$ cat src/sv/plmr_pkg.sv
// ----------------------------------------------------------------------------
// plmr_pkg
// Shared types and constants for the posting list merge and rank block.
// ----------------------------------------------------------------------------
package plmr_pkg;

    localparam int unsigned MaxEntriesDefault = 64;
    localparam int unsigned IdW               = 32;
    localparam int unsigned WtW               = 32;
    localparam int unsigned QueueDepth        = 2;

    typedef enum logic {
        FUNC_MERGE = 1'b0,
        FUNC_EMIT  = 1'b1
    } t_func;

    typedef struct packed {
        logic           func;
        logic [IdW-1:0] doc_id;
        logic [WtW-1:0] weight;
    } t_in_item;

    typedef struct packed {
        logic           entry_valid;
        logic [IdW-1:0] ranked_doc_id;
        logic [WtW-1:0] ranked_weight;
        logic           last;
        logic           overflow;
    } t_out_item;

    typedef enum logic [1:0] {
        ST_IDLE,
        ST_RESP,
        ST_SCAN
    } t_state;

    // 3 * (a + b), saturated to 32 bits
    function automatic logic [WtW-1:0] sat_combine(input logic [WtW-1:0] a,
                                                   input logic [WtW-1:0] b);
        logic [WtW:0]   s;
        logic [WtW+2:0] p;
        s = {1'b0, a} + {1'b0, b};
        p = {2'b00, s} + {1'b0, s, 1'b0};
        return (p[WtW+2:WtW] != 3'd0) ? {WtW{1'b1}} : p[WtW-1:0];
    endfunction

endpackage

$ cat src/sv/plmr_if.sv
// ----------------------------------------------------------------------------
// plmr_in_if / plmr_out_if
// Valid/ready channels for input items and result items.
// ----------------------------------------------------------------------------
interface plmr_in_if;
    logic                valid;
    logic                ready;
    plmr_pkg::t_in_item  data;
    modport source (output valid, output data, input ready);
    modport sink   (input valid, input data, output ready);
endinterface


$ cat src/sv/plmr_front.sv
// ----------------------------------------------------------------------------
// plmr_front
// Accepts input transactions into a short queue for the back end.
// ----------------------------------------------------------------------------
module plmr_front (
    input  logic                 i_clk,
    input  logic                 i_rst_n,
    plmr_in_if.sink              s_in,
    output logic                 o_q_valid,
    output plmr_pkg::t_in_item   o_q_item,
    input  logic                 i_q_pop
);
    localparam int unsigned D = plmr_pkg::QueueDepth;

    plmr_pkg::t_in_item r_mem [D];
    logic               r_wp, r_rp;
    logic [1:0]         r_cnt;
    logic               push;

    assign s_in.ready = (r_cnt != 2'(D));
    assign push       = s_in.valid && s_in.ready;
    assign o_q_valid  = (r_cnt != 2'd0);
    assign o_q_item   = r_mem[r_rp];

    always_ff @(posedge i_clk) begin
        if (push) begin
            r_mem[r_wp] <= s_in.data;
        end
        if (!i_rst_n) begin
            r_wp  <= 1'b0;
            r_rp  <= 1'b0;
            r_cnt <= 2'd0;
        end else begin
            if (push)    r_wp <= ~r_wp;
            if (i_q_pop) r_rp <= ~r_rp;
            r_cnt <= r_cnt + 2'(push) - 2'(i_q_pop);
        end
    end

`ifndef SYNTHESIS
    a_no_pop_empty: assert property (@(posedge i_clk) disable iff (!i_rst_n)
        i_q_pop |-> o_q_valid) else $error("pop from empty queue");
    a_cnt_bound: assert property (@(posedge i_clk) disable iff (!i_rst_n)
        r_cnt <= 2'(D)) else $error("queue count overrun");
    a_full_blocks: assert property (@(posedge i_clk) disable iff (!i_rst_n)
        (r_cnt == 2'(D)) |-> !s_in.ready) else $error("ready while full");
`endif
endmodule

$ cat src/flat_wrapper.sv
// flat-port wrapper written by rule: the top's interface ports become plain ports
module plmr_front_flat 
  (i_clk, i_rst_n, o_q_valid, o_q_item, i_q_pop, s_in_valid, s_in_data, s_in_ready);
  plmr_in_if s_in_i ();
  input  logic i_clk;
  input  logic i_rst_n;
  output logic o_q_valid;
  output plmr_pkg::t_in_item o_q_item;
  input  logic i_q_pop;
  input wire logic [$bits(s_in_i.valid)-1:0] s_in_valid;
  input wire logic [$bits(s_in_i.data)-1:0] s_in_data;
  output wire logic [$bits(s_in_i.ready)-1:0] s_in_ready;
  assign s_in_i.valid = s_in_valid;
  assign s_in_i.data = s_in_data;
  assign s_in_ready = s_in_i.ready;
  plmr_front u_core (.i_clk(i_clk), .i_rst_n(i_rst_n), .s_in(s_in_i), .o_q_valid(o_q_valid), .o_q_item(o_q_item), .i_q_pop(i_q_pop));
endmodule
$ cat config.mk
export PLATFORM = sky130hd
export DESIGN_NAME = plmr_front_flat
export DESIGN_NICKNAME = d
export VERILOG_FILES = /design/src/sv/plmr_pkg.sv /design/src/sv/plmr_if.sv /design/src/sv/plmr_front.sv /design/src/flat_wrapper.sv
export SDC_FILE = /design/constraint.sdc
export NUM_CORES = 1
export LEC_CHECK = 0
export BUFFER_PORTS_ARGS = -buffer_cell sky130_fd_sc_hd__buf_4
export CORE_ASPECT_RATIO = 1.25
export CORE_UTILIZATION = 47
export CTS_CLUSTER_SIZE = 28
export DETAILED_ROUTE_END_ITERATION = 8
export PLACE_DENSITY = 0.86
export SYNTH_ARGS = -nofsm -noshare
export SYNTH_HDL_FRONTEND = slang
export SYNTH_SLANG_ARGS = --single-unit
$ cat constraint.sdc
create_clock -name i_clk -period 2.51 [get_ports i_clk]
set_input_delay 0 -clock i_clk [delete_from_list [all_inputs] [get_ports i_clk]]
set_output_delay 0 -clock i_clk [all_outputs]
set_load 0.02 [all_outputs]
==> reports/metrics.json <==
{
  "holdCritPathClass": "in2reg",
  "yosys.area.top_type_share_pct": 75.8,
  "route.final.wire_length_um": 9690,
  "finalSetupTns_ns": 0,
  "post_synthesis_register_bit_count": 135,
  "final_net_count": 519,
  "total_leakage_power_nw": 3.02,
  "grt_pass1_vias": 3028,
  "synth_cell_type_count": 22,
  "placed_wire_length_estimate_after_detailed_placement_um": 5550,
  "cts-htree-levels": 4,
  "setup_ws_ns": 0.618,
  "ir_drop_uv": 650,
  "ys_top_cells_by_count": "130 x edfxtp_1, 50 x mux2_4, 15 x mux2_2",
  "drt_drc_violations_left": 0,
  "place_congestion": 0.694,
  "timing.setup.critical_path_class": "reg2out",
  "worst_slew_margin_rel_pct": 64.8,
  "clockRootBuffer": "clkbuf_16",
  "dpl-instance-area_um2": 6320,
  "synth_cells": 228,
  "ys_top_cells_by_area": "edfxtp_1 76%, mux2_4 15%, mux2_2 3.3%, dfxtp_1 1.9%, buf_6 1.3%",
  "grt_overflow": 0,
  "floorplan.die.width_um": 95.6,
  "drt-vias-per-instance": 4.76,
  "synth_top_area_cell": "edfxtp_1",
  "antenna_left": 0,
  "groute.usage.overall_pct": 18.1,
  "routed-via-count": 2825,
  "placementRows": 42,
  "yosys_warning_total": 0,
  "clock_tree_from_tritoncts": "yes",
  "floorplan.initialDensity_pct": 48.5,
  "report.final.setup_viol": 0,
  "finalClockSkew_ns": 0.00643,
  "setup.worst_path.start_class": "register",
  "antenna_found_initial": 0,
  "cp_data_required_time_ns": 2.51,
  "die_area_um2": 11400,
  "post_synth_edffs": 130,
  "ys_seq_area_share_pct": 77.8,
  "tritoncts.num_buffers": 17,
  "clock_latency_ns": 0.41,
  "grt_start_max_net_pins": 66,
  "achievable_freq_ghz": 0.528,
  "first_iter_violations": 93,
  "buffer_depth_of_the_longest_clock_path": 2,
  "pwr_density_cell_nw_per_um2": 823,
  "crit_path_end_kind": "primary output",
  "standard_cell_core_area_um2": 10600,
  "detailed_routing_iterations_pass_1": 4,
  "synth_area_per_cell_um2": 22.6,
  "post_cts_setup_bufs": 0,
  "clock_pin_slew_on_the_worst_setup_and_hold_paths_ns": 0.05,
  "max_slew.worst_pin.slew_ns": 0.529,
  "slew_violations": 0,
  "cts_num_sinks": 135,
  "synthesis.area_um2": 5150,
  "final_min_period_over_clock_period_pct": 75.4,
  "final_cell_area_um2": 7630,
  "io_pins": 136,
  "hold_violations": 0,
  "grt_setup_unrepaired": "false",
  "period_needed_ns": 1.89,
  "layout-drive-gt1-share_pct": 51.5,
  "syn_nets": 298,
  "run_status": "complete, no violations",
  "worst-endpoint-arrival_ns": 1.89,
  "dieHeight_um": 119,
  "diodes_inserted": 0,
  "hold_ws_ns": 0.319,
  "yosysMostFrequentCell": "edfxtp_1",
  "placement.io_buffers": 135,
  "routed_wire_length_per_instance_um": 16.3,
  "area_growth_pct": 48.1,
  "dominantRegCellSynth": "edfxtp_1",
  "async_reset_ff_share_pct": 0,
  "place_ws_ns": 0.969,
  "first_pass_grt_wire_length_um": 14600,
  "total_of_max_cap_violations": 0,
  "worst-r2r-setup-slack_ns": 0.96,
  "worstPathMaxFanout": 22,
  "final_core_utilization_pct": 71.8
}
what timing repair did:
| action | in CTS | in global routing |
|---|---|---|
| hold buffers | 69 | 0 |
| resized for setup | 0 | 0 |
| endpoints found under the hold margin | 135 | 0 |
logic make-up (layout without fill, tap and decap cells):
kind of cell               Yosys count  after routing  synth area share, %
AOI/OAI and AO/OA                    4              4                0.583
muxes                               67             67                 18.3
and+or+nand+nor                     11             11                 1.43
DFF                                135            135                 77.8
buffers and inverters                9            243                 1.56
adders and majority gates            1              1                0.243
xor gates and xnor gates             1              1                0.170
cells in the final DEF (no fill, tap or decap), types with 2 or more instances in the layout:
cell type / synthesis / layout
clkinv_4: 0 / 3
mux2i_1: 2 / 2
bufinv_16: 0 / 4
dlygate4sd3_1: 0 / 69
clkbuf_1: 0 / 2
clkbuf_16: 0 / 17
nand2_1: 2 / 2
buf_4: 0 / 138
dfxtp_1: 5 / 4
mux2_2: 15 / 15
clkinvlp_4: 0 / 3
and2_1: 2 / 2
clkinv_1: 0 / 3
buf_12: 0 / 2
edfxtp_1: 130 / 130
mux2_4: 50 / 50
routing by layer:
metal	wire (um)	up-vias	global-route usage, %
met5	0	-	0
li1	-	1341	-
met2	5390	115	32.5
met4	295	0	10.4
met1	3520	1348	18.6
met3	484	21	4.28
final timing paths:
| check | startpoint | end | depth (start not counted) |
|---|---|---|---|
| worst max register to register | u_core.r_cnt[0]$_SDFF_PN0_ | u_core.r_mem[0][31]$_DFFE_PP_ | 4 |
| worst min-delay path | s_in_data[33] | u_core.r_mem[1][33]$_DFFE_PP_ | 2 |
| worst max-delay path | register | o_q_item[0] | 3 |
| worst min register to register | u_core.r_rp$_SDFFE_PN0P_ | register | 2 |
registers in the layout, indices dropped and copies added, names as in the netlist, named ones only:
| register | flops |
|---|---|
| u_core.r_rp | 1 |
| u_core.r_cnt | 2 |
| u_core.r_wp | 1 |
| u_core.r_mem | 130 |
metrics by stage:
| step | instances | total power [mW] |
|---|---|---|
| after floorplan | 228 | 3.34 |
| after global placement | 493 | 3.69 |
| after detailed placement | 493 | 3.71 |
| after CTS | 594 | 6.31 |
| after global routing | 594 | 6.48 |
| final | 594 | 6.28 |
power breakdown:
part,total [mW],switching [mW],leakage [nW],internal [mW]
sequential,2.74,0.0622,1.25,2.68
combinational,1.02,0.476,1.48,0.541
clock,2.52,0.866,0.286,1.65
total,6.28,1.40,3.02,4.87
critical path, cell delays in order (launching register included):
cell	delay (ns)
dfxtp_4	0.57
buf_4	0.37
mux2_2	0.38
buf_4	0.16
final cells by class:
cell class,count,area (um2)
Clock inverter,13,180
Sequential cell,135,4010
Timing Repair Buffer,209,1770
Fill cell,644,2990
Inverter,2,7.51
Clock buffer,19,433
Tap cell,132,165
Multi-Input combinational cell,84,1070
No activity file was read; power rests on OpenSTA's default activity.
